`src/hdl/srec_pkg.sv`:
```
// Shared types, constants and decode helpers for the S-record line parser.
// No dependencies; every other file in hdl/ imports this package.
package srec_pkg;

  // Default for the longest line that is still parsed.
  localparam int unsigned MAX_LINE_CHARS = 514;

  localparam logic [7:0] CHAR_S     = 8'h53;
  localparam logic [7:0] CHAR_ZERO  = 8'h30;
  localparam logic [7:0] CHAR_NINE  = 8'h39;
  localparam logic [7:0] CHAR_A     = 8'h41;
  localparam logic [7:0] CHAR_F     = 8'h46;
  localparam logic [7:0] SUM_TARGET = 8'hFF;

  // Line positions of the count byte and of the first address digit.
  localparam int unsigned COUNT_POS      = 2;
  localparam int unsigned FIRST_ADDR_POS = 4;
  // Fixed characters in a minimal line: S, type, count pair, checksum pair.
  localparam int unsigned MIN_LINE_FIXED = 6;

  typedef enum logic [1:0] {
    ST_START    = 2'd0,
    ST_PROGRESS = 2'd1,
    ST_DONE     = 2'd2,
    ST_ERROR    = 2'd3
  } status_e;

  // One input beat.
  typedef struct packed {
    logic [7:0] character;
    logic       end_of_line;
  } char_beat_t;

  // One result beat.
  typedef struct packed {
    logic [31:0] value;
    logic [3:0]  record_type;
    logic [7:0]  data_length;
    status_e     status;
    logic        is_summary;
  } result_t;

  // Hex digit value; anything outside 0-9 and A-F decodes as zero.
  function automatic logic [3:0] nibble_of(input logic [7:0] c);
    logic [7:0] t;
    t = 8'd0;
    if (c >= CHAR_ZERO && c <= CHAR_NINE) begin
      t = c - CHAR_ZERO;
    end else if (c >= CHAR_A && c <= CHAR_F) begin
      t = c - CHAR_A + 8'd10;
    end
    return t[3:0];
  endfunction

  // Address length in bytes for each record type; zero marks a bad type.
  function automatic logic [2:0] addr_len(input logic [3:0] t);
    logic [2:0] n;
    case (t)
      4'd0, 4'd1, 4'd5, 4'd9: n = 3'd2;
      4'd2, 4'd6, 4'd8:       n = 3'd3;
      4'd3, 4'd7:             n = 3'd4;
      default:                n = 3'd0;
    endcase
    return n;
  endfunction

endpackage

```
`src/hdl/srec_if.sv`:
```
// Valid/ready channel interfaces for the S-record parser.
// Depends on srec_pkg for the beat types.
interface srec_char_if;
  import srec_pkg::*;
  logic       valid;
  logic       ready;
  char_beat_t beat;

  modport source (output valid, output beat, input ready);
  modport sink   (input valid, input beat, output ready);
endinterface

interface srec_result_if;
  import srec_pkg::*;
  logic    valid;
  logic    ready;
  result_t beat;

  modport source (output valid, output beat, input ready);
  modport sink   (input valid, input beat, output ready);
endinterface

```
`src/hdl/srec_in_reg.sv`:
```
// Input register of the S-record parser: holds one character beat.
// Depends on srec_pkg and srec_char_if.
module srec_in_reg (
  input  logic                  clk_i,
  input  logic                  rst_ni,
  srec_char_if.sink             chars_i,
  input  logic                  advance_i,
  output logic                  valid_o,
  output srec_pkg::char_beat_t  beat_o
);
  import srec_pkg::*;

  logic       valid_q;
  char_beat_t beat_q;

  // A new beat may enter when the register is empty or is drained this cycle.
  assign chars_i.ready = !valid_q || advance_i;

  always_ff @(posedge clk_i or negedge rst_ni) begin
    if (!rst_ni) begin
      valid_q <= 1'b0;
    end else if (chars_i.ready) begin
      valid_q <= chars_i.valid;
    end
  end

  always_ff @(posedge clk_i) begin
    if (chars_i.ready && chars_i.valid) begin
      beat_q <= chars_i.beat;
    end
  end

  assign valid_o = valid_q;
  assign beat_o  = beat_q;
endmodule

```
`src/hdl/srec_core.sv`:
```
// Line state and per-character decode of the S-record parser.
// Depends on srec_pkg for the decode helpers and result type.
module srec_core #(
  parameter int unsigned MaxLineChars = srec_pkg::MAX_LINE_CHARS
) (
  input  logic                  clk_i,
  input  logic                  rst_ni,
  input  logic                  advance_i,
  input  srec_pkg::char_beat_t  beat_i,
  output logic                  emit_o,
  output srec_pkg::result_t     result_o
);
  import srec_pkg::*;

  localparam int unsigned PosW = $clog2(MaxLineChars + 1);
  localparam int unsigned CmpW = (PosW > 8) ? PosW : 8;
  localparam logic [PosW-1:0] PosMax = PosW'(MaxLineChars);

  logic [PosW-1:0] pos_q, pos_d;
  logic [3:0]      type_q, type_d;
  logic [2:0]      ab_q, ab_d;
  logic [7:0]      count_q, count_d;
  logic [7:0]      sum_q, sum_d;
  logic [31:0]     addr_q, addr_d;
  logic [3:0]      hi_q, hi_d;
  logic            err_q, err_d;

  logic [3:0]      nib;
  logic [7:0]      byte_v;
  logic [PosW-1:0] k;
  logic [PosW-1:0] addr_end;
  logic [PosW-1:0] min_len;
  logic [7:0]      dlen;
  logic            bad;
  status_e         st;

  assign nib    = nibble_of(beat_i.character);
  assign byte_v = {hi_q, nib};
  assign k      = (pos_q - PosW'(3)) >> 1;
  assign addr_end = PosW'(FIRST_ADDR_POS) + PosW'({ab_q, 1'b0});

  // Next line state for the character in the input register.
  always_comb begin
    pos_d   = pos_q;
    type_d  = type_q;
    ab_d    = ab_q;
    count_d = count_q;
    sum_d   = sum_q;
    addr_d  = addr_q;
    hi_d    = hi_q;
    err_d   = err_q;
    emit_o  = 1'b0;
    if (pos_q < PosMax) begin
      if (pos_q == '0) begin
        if (beat_i.character != CHAR_S) begin
          err_d = 1'b1;
        end
      end else if (pos_q == PosW'(1)) begin
        if (beat_i.character < CHAR_ZERO || beat_i.character > CHAR_NINE) begin
          err_d = 1'b1;
        end
        type_d = nib;
        ab_d   = addr_len(nib);
      end else begin
        // Address digits shift in; an S0 address must be all zero characters.
        if (pos_q >= PosW'(FIRST_ADDR_POS) && pos_q < addr_end) begin
          addr_d = {addr_q[27:0], nib};
          if (type_q == 4'd0 && beat_i.character != CHAR_ZERO) begin
            err_d = 1'b1;
          end
        end
        if (!pos_q[0]) begin
          hi_d = nib;
        end else begin
          sum_d = sum_q + byte_v;
          if (pos_q == PosW'(COUNT_POS + 1)) begin
            count_d = byte_v;
          end else if (!beat_i.end_of_line && type_q <= 4'd3 && ab_q != 3'd0 &&
                       CmpW'(k) > CmpW'(ab_q) && CmpW'(k) < CmpW'(count_q)) begin
            emit_o = 1'b1;
          end
        end
      end
      pos_d = pos_q + PosW'(1);
    end else begin
      err_d = 1'b1;
    end
    if (beat_i.end_of_line) begin
      emit_o = 1'b1;
    end
  end

  // Data length from the updated state.
  always_comb begin
    dlen = 8'd0;
    if (type_d <= 4'd3 && {1'b0, count_d} >= {6'd0, ab_d} + 9'd1) begin
      dlen = count_d - {5'd0, ab_d} - 8'd1;
    end
  end

  // Line-end checks and status.
  assign min_len = PosW'(MIN_LINE_FIXED) + PosW'({ab_d, 1'b0});
  assign bad = err_d || pos_d[0] || (pos_d < min_len) || (ab_d == 3'd0) ||
               (sum_d != SUM_TARGET);

  always_comb begin
    if (bad) begin
      st = ST_ERROR;
    end else if (type_d == 4'd0) begin
      st = ST_START;
    end else if (type_d >= 4'd7) begin
      st = ST_DONE;
    end else begin
      st = ST_PROGRESS;
    end
  end

  // Result beat: the summary at line end, otherwise a data byte.
  always_comb begin
    result_o.record_type = type_d;
    result_o.data_length = dlen;
    if (beat_i.end_of_line) begin
      result_o.value      = addr_d;
      result_o.status     = st;
      result_o.is_summary = 1'b1;
    end else begin
      result_o.value      = {24'd0, byte_v};
      result_o.status     = ST_START;
      result_o.is_summary = 1'b0;
    end
  end

  // State registers; a line end returns everything to the reset state.
  always_ff @(posedge clk_i or negedge rst_ni) begin
    if (!rst_ni) begin
      pos_q   <= '0;
      type_q  <= '0;
      ab_q    <= '0;
      count_q <= '0;
      sum_q   <= '0;
      addr_q  <= '0;
      hi_q    <= '0;
      err_q   <= 1'b0;
    end else if (advance_i) begin
      if (beat_i.end_of_line) begin
        pos_q   <= '0;
        type_q  <= '0;
        ab_q    <= '0;
        count_q <= '0;
        sum_q   <= '0;
        addr_q  <= '0;
        hi_q    <= '0;
        err_q   <= 1'b0;
      end else begin
        pos_q   <= pos_d;
        type_q  <= type_d;
        ab_q    <= ab_d;
        count_q <= count_d;
        sum_q   <= sum_d;
        addr_q  <= addr_d;
        hi_q    <= hi_d;
        err_q   <= err_d;
      end
    end
  end
endmodule

```
`src/hdl/srec_out_reg.sv`:
```
// Output register of the S-record parser: holds one result beat.
// Depends on srec_pkg and srec_result_if.
module srec_out_reg (
  input  logic               clk_i,
  input  logic               rst_ni,
  input  logic               load_i,
  input  srec_pkg::result_t  result_i,
  output logic               can_load_o,
  srec_result_if.source      results_o
);
  import srec_pkg::*;

  logic    valid_q;
  result_t beat_q;

  // The register takes a new beat when empty or when its beat leaves now.
  assign can_load_o = !valid_q || results_o.ready;

  always_ff @(posedge clk_i or negedge rst_ni) begin
    if (!rst_ni) begin
      valid_q <= 1'b0;
    end else if (can_load_o) begin
      valid_q <= load_i;
    end
  end

  always_ff @(posedge clk_i) begin
    if (load_i) begin
      beat_q <= result_i;
    end
  end

  assign results_o.valid = valid_q;
  assign results_o.beat  = beat_q;
endmodule

```
`src/hdl/srec_line_parser.sv`:
```
// Top level of the Motorola S-record line parser.
// Depends on srec_pkg, srec_if, srec_in_reg, srec_core and srec_out_reg.
//
// Usage:
//   chars_i takes one ASCII character of a record line per beat, with
//   end_of_line set on the second checksum digit; the newline is not sent.
//   results_o gives one beat per decoded data byte of an S0-S3 record and
//   one summary beat (is_summary set) per line, carrying the address, type,
//   data length and status.
// Timing:
//   One character per cycle is sustained while results_o takes its beats. A
//   character is registered on entry and decoded against the line state in
//   the next cycle; its result is then registered in the output register and
//   offered on results_o from there. The combinational decode-and-accumulate
//   path in srec_core sets this rate.
// Reset:
//   rst_ni clears both beat registers and the line state; the parser then
//   expects the 'S' of a new line. A line end clears the line state again.
// Stalls:
//   While results_o is stalled with a beat waiting, characters that yield no
//   result still pass; one that yields a result waits in the input register
//   and chars_i.ready drops until the output beat is taken.
module srec_line_parser #(
  parameter int unsigned MaxLineChars = srec_pkg::MAX_LINE_CHARS
) (
  input  logic           clk_i,
  input  logic           rst_ni,
  srec_char_if.sink      chars_i,
  srec_result_if.source  results_o
);
  import srec_pkg::*;

  logic       in_valid;
  char_beat_t in_beat;
  logic       emit;
  result_t    result;
  logic       can_load;
  logic       advance;

  // Retire the held character unless its result has nowhere to go.
  assign advance = in_valid && (!emit || can_load);

  srec_in_reg u_in_reg (
    .clk_i     (clk_i),
    .rst_ni    (rst_ni),
    .chars_i   (chars_i),
    .advance_i (advance),
    .valid_o   (in_valid),
    .beat_o    (in_beat)
  );

  srec_core #(
    .MaxLineChars (MaxLineChars)
  ) u_core (
    .clk_i     (clk_i),
    .rst_ni    (rst_ni),
    .advance_i (advance),
    .beat_i    (in_beat),
    .emit_o    (emit),
    .result_o  (result)
  );

  srec_out_reg u_out_reg (
    .clk_i      (clk_i),
    .rst_ni     (rst_ni),
    .load_i     (advance && emit),
    .result_i   (result),
    .can_load_o (can_load),
    .results_o  (results_o)
  );
endmodule
```
`src/flat_wrapper.sv`:
```
// flat-port wrapper written by rule: the top's interface ports become plain ports
module srec_line_parser_flat import srec_pkg::*;
#(
  parameter int unsigned MaxLineChars = srec_pkg::MAX_LINE_CHARS
)
  (clk_i, rst_ni, chars_i_valid, chars_i_beat, chars_i_ready, results_o_valid, results_o_beat, results_o_ready);
  srec_char_if chars_i_i ();
  srec_result_if results_o_i ();
  input  logic clk_i;
  input  logic rst_ni;
  input wire logic [$bits(chars_i_i.valid)-1:0] chars_i_valid;
  input wire logic [$bits(chars_i_i.beat)-1:0] chars_i_beat;
  output wire logic [$bits(chars_i_i.ready)-1:0] chars_i_ready;
  output wire logic [$bits(results_o_i.valid)-1:0] results_o_valid;
  output wire logic [$bits(results_o_i.beat)-1:0] results_o_beat;
  input wire logic [$bits(results_o_i.ready)-1:0] results_o_ready;
  assign chars_i_i.valid = chars_i_valid;
  assign chars_i_i.beat = chars_i_beat;
  assign chars_i_ready = chars_i_i.ready;
  assign results_o_valid = results_o_i.valid;
  assign results_o_beat = results_o_i.beat;
  assign results_o_i.ready = results_o_ready;
  srec_line_parser #(.MaxLineChars(MaxLineChars)) u_core (.clk_i(clk_i), .rst_ni(rst_ni), .chars_i(chars_i_i), .results_o(results_o_i));
endmodule
```
`config.mk`:
```
export PLATFORM = sky130hd
export DESIGN_NAME = srec_line_parser_flat
export DESIGN_NICKNAME = d
export VERILOG_FILES = /design/src/hdl/srec_pkg.sv /design/src/hdl/srec_if.sv /design/src/hdl/srec_in_reg.sv /design/src/hdl/srec_core.sv /design/src/hdl/srec_out_reg.sv /design/src/hdl/srec_line_parser.sv /design/src/flat_wrapper.sv
export SDC_FILE = /design/constraint.sdc
export NUM_CORES = 1
export LEC_CHECK = 0
export ABC_CLOCK_PERIOD_IN_PS = 15820
export BUFFER_PORTS_ARGS = -buffer_cell sky130_fd_sc_hd__buf_2
export CAP_MARGIN = 0
export CORE_MARGIN = 3
export CORE_UTILIZATION = 65
export CTS_CLUSTER_DIAMETER = 200
export DETAILED_ROUTE_END_ITERATION = 10
export PLACE_DENSITY = 0.91
export SYNTH_ARGS = -nofsm -noshare
export SYNTH_HDL_FRONTEND = slang
export SYNTH_SLANG_ARGS = --single-unit
```
`constraint.sdc`:
```
create_clock -name clk_i -period 15.82 [get_ports clk_i]
set_clock_uncertainty 0.1 [all_clocks]
set_input_delay 3.164 -clock clk_i [delete_from_list [all_inputs] [get_ports clk_i]]
set_output_delay 3.164 -clock clk_i [all_outputs]
set_load 0.02 [all_outputs]
```
==> reports/qor.csv <==
stage;metric;value;unit
synth;Syn. warnings;0;
synth;Synth cell types;70;
clock_network;CTS tree;built;
clock_network;Clock Tree Root;clkbuf_16;
global_route;vias in the first global route;6525;
critical_path;arrival time worst endpoint;4080;ps
critical_path;Worst Path Required;12560;ps
global_route;initial antenna violation count;0;
global_route;largest net degree at the start of global routing;73;
clock_network;# clock sinks;128;
power_and_ir_drop;VDD IR max;0.00008845;V
clock_network;Worst-Skew Late Latency;430;ps
drt;met1 wire length;8189;µm
die;num rows;39;
power_and_ir_drop;Pleak;3.520;nW
clock_network;Clock transition at path regs;50;ps
power_and_ir_drop;PwrDens;112.6;nW/µm²
die;IO Pins;62;
placement;IO Port Bufs;61;
critical_path;CP endpoint kind;output pin;
drt;max layer used;met4;
synth;main combinational cell family by area after synthesis;simple AND/OR/NAND/NOR gates;
critical_path;Startpoint Class;input port;
placement;gpl congestion;0.9649;
drt;vias;6933;
clock_network;TritonCTS Buffers;17;
drt;routed wire length;20630;µm
drt;antenna viol nets, final;0;
drt;metal2 WL;9659;µm
placement;Final HPWL DP;13300;µm
critical_path;Worst Path Class, Setup;input port to output pin;
final_layout;FILL cells;762;
clock_network;CTS H-tree lvls;4;
synth;sequential share of the synthesized area;0.4517;
global_route;first-pass GRT wire length;33640;µm
synth;Synth Register Bits;128;
clock_network;post-CTS setup repair buffer count;0;
sta;Worst slew margin;0.1754;
clock_network;Clock Tree Buf Depth;2;
sta;setup TNS;0;ps
sta;minimum clock period after layout;7345;ps
sta;RSZ-0062 raised after global routing;false;
sta;Finish-stage setup viols;0;
run;total of max-cap violations;0;
synth;synthesized area per cell;9.292;µm²
die;Die Height;114.9;µm
final_layout;number of diodes;0;
synth;synthesized-area fraction occupied by adder cells;0.07820;
synth;Post-Synth Simple-Gate Area;0.1901;
sta;fin. max-slew vios;0;
final_layout;share of cells above drive strength 1;0.1424;
drt;routed length per instance;20.07;µm
synth;syn nets;890;
outcome;status;completed;
drt;Met3 Wirelength;2265;µm
final_layout;NumNets Final;932;
drt;Detailed Routing Iterations Pass 1;5;
clock_network;post-cts repair resize count;0;
die;Initial Utilization;0.6697;
synth;number of flops mapped to enable cells by yosys;56;
die;Chip Width;114.9;µm
sta;Max Fclk;136.2;MHz
global_route;total track usage;0.3242;
critical_path;Crit Path Max Fanout;4;
die;Core ar.;11520;µm²
final_layout;Area Overhead vs Synth;12.74;%
clock_network;number of hold buffers added after cts;0;
synth;complex-gate fraction of the synthesized area;0.1832;
sta;Hold Fails Final Rpt;0;
synth;Synth Area in XOR/XNOR;0.02385;
sta;period utilization;0.4643;
synth;Syn Inst Count;830;
sta;actual slew at the worst max-slew pin;1237;ps
global_route;GRT overflow;0;
synth;ys async rst share;0.5625;
final_layout;Core Util, Final;0.7550;
die;die area;13210;µm²
drt;Initial DRC Count;753;
synth;Mapped Area;7712;µm²
synth;Main synth FF type;dfrtp_1;
drt;via/cell ratio;6.744;
hold_path;worst min path class;flip-flop to flip-flop;
synth;proportion of synthesized area in mux cells;0.01898;
drt;Residual DRC;0;
[area by class of cell]
type | instances | area (µm²) | share of cell area
Clock buffer | 17 | 425.4 | 0.04893
Clock inverter | 15 | 175.2 | 0.02015
Inverter | 57 | 214.0 | 0.02461
Multi-Input combinational cell | 596 | 3830 | 0.4405
Sequential cell | 128 | 3483 | 0.4006
Tap cell | 143 | 178.9 | 0.02058
Timing Repair Buffer | 72 | 387.9 | 0.04461
[critical path, stage by stage]
cell,delay [ps]
buf_2,120
nor2b_1,280
o211ai_1,260
buf_2,260
[synthesized netlist by cell type (4+ instances only)]
cell,number,area (µm²)
nand2_1,114,427.9
dfrtp_1,72,1802
o21ai_0,61,305.3
inv_1,57,214.0
edfxtp_1,56,1682
a21oi_1,48,240.2
ha_1,45,563.0
nor2_1,44,165.2
clkbuf_1,38,142.6
nand3_1,33,165.2
nand4_1,27,168.9
nor3_1,21,105.1
o211ai_1,18,135.1
xnor2_1,16,140.1
a31oi_1,9,56.30
buf_2,9,45.04
mux2i_1,9,90.09
o21ai_1,8,40.04
o22ai_1,8,50.05
nand2b_1,7,43.79
nor2b_1,7,43.79
o2111ai_1,7,61.31
a21o_1,6,45.04
a41oi_1,6,52.55
o21a_1,6,45.04
o31ai_1,6,45.04
a211oi_1,5,37.54
and3_1,5,31.28
nor4_1,5,31.28
xor2_1,5,43.79
a2111oi_0,4,35.03
nor4b_1,4,35.03
or4_1,4,30.03
[worst paths after layout]
path / from / to / slack [ps] / cells after the start
worst max-delay path: results_o_ready / chars_i_ready / 8480 / 4
worst min-delay path: u_core.u_core.addr_q[31] / u_core.u_core.addr_q[31] / 390 / 1
worst max register to register: u_core.u_in_reg.beat_o[2] / u_core.u_out_reg.results_o.beat[1] / 10040 / 21
worst min register to register: u_core.u_core.addr_q[31] / u_core.u_core.addr_q[31] / 390 / 1
max in group asynchronous: rst_ni / u_core.u_core.pos_q[7] / 12110 / 2
min in group asynchronous: rst_ni / u_core.u_core.type_q[0] / 2830 / 2
[kinds of logic after synthesis]
| logic type | count (synthesis) |
|---|---|
| AOI/OAI and AO/OA | 219 |
| xor gates and xnor gates | 21 |
| muxes | 14 |
| DFF | 128 |
| adders and majority gates | 47 |
| buffers and inverters | 106 |
| and+or+nand+nor | 295 |
[where the power goes]
| group | internal, mW | switching (mW) |
|---|---|---|
| logic | 0.0650 | 0.129 |
| clock network | 0.237 | 0.162 |
| registers | 0.370 | 0.0158 |
| total | 0.672 | 0.307 |
[through the flow]
| step | std cells | hold slack [ps] | setup WS [ps] | power, mW | area (µm²) |
|---|---|---|---|---|---|
| 2_1_floorplan | 830 | 358.7 | 8947 | 0.5237 | 7712 |
| 3_3_place_gp | 996 | 369.9 | 8567 | 0.5716 | 8094 |
| 3_5_place_dp | 996 | 378.3 | 8503 | 0.5779 | 8094 |
| 4_1_cts | 1028 | 390.7 | 8498 | 0.9752 | 8695 |
| 5_1_grt | 1028 | 429.7 | 8200 | 1.016 | 8695 |
| 6_report | 1028 | 393.2 | 8475 | 0.9789 | 8695 |
[registers in the layout (all words and copies together) (netlist names)]
signal                            cells
u_core.u_core.ab_q                    3
u_core.u_core.hi_q                    4
u_core.u_in_reg.valid_o               1
u_core.u_core.type_q                  4
u_core.u_out_reg.results_o.valid      1
u_core.u_core.count_q                 8
u_core.u_core.err_q                   1
u_core.u_in_reg.beat_o                9
u_core.u_core.pos_q                  10
u_core.u_core.addr_q                 32
u_core.u_core.sum_q                   8
u_core.u_out_reg.results_o.beat      47
[layout by cell type, fill, tap and decap left out, drive strengths merged, types with 6 or more instances in the layout]
cell / synthesis / layout
nor3: 22 / 22
nand3: 33 / 33
clkbuf: 38 / 17
a21o: 6 / 6
o22ai: 9 / 9
o21a: 7 / 7
nand2: 114 / 114
o31ai: 6 / 6
a31oi: 9 / 9
a41oi: 6 / 6
buf: 11 / 72
dfrtp: 72 / 72
nand4: 27 / 27
nor2: 45 / 45
nor2b: 7 / 7
o21ai: 70 / 70
o211ai: 18 / 18
a21oi: 48 / 48
xnor2: 16 / 16
nand2b: 7 / 7
nor4: 8 / 8
inv: 57 / 64
ha: 45 / 45
o2111ai: 7 / 7
mux2i: 9 / 9
edfxtp: 56 / 56
[routing by layer]
layer | up-vias | global-route usage
li1 | 3122 | -
met4 | 0 | 0.1369
met2 | 461 | 0.4900
met1 | 3293 | 0.4531
met3 | 57 | 0.07421
met5 | - | 0
Note: power is estimated with default switching activity, not from simulation.
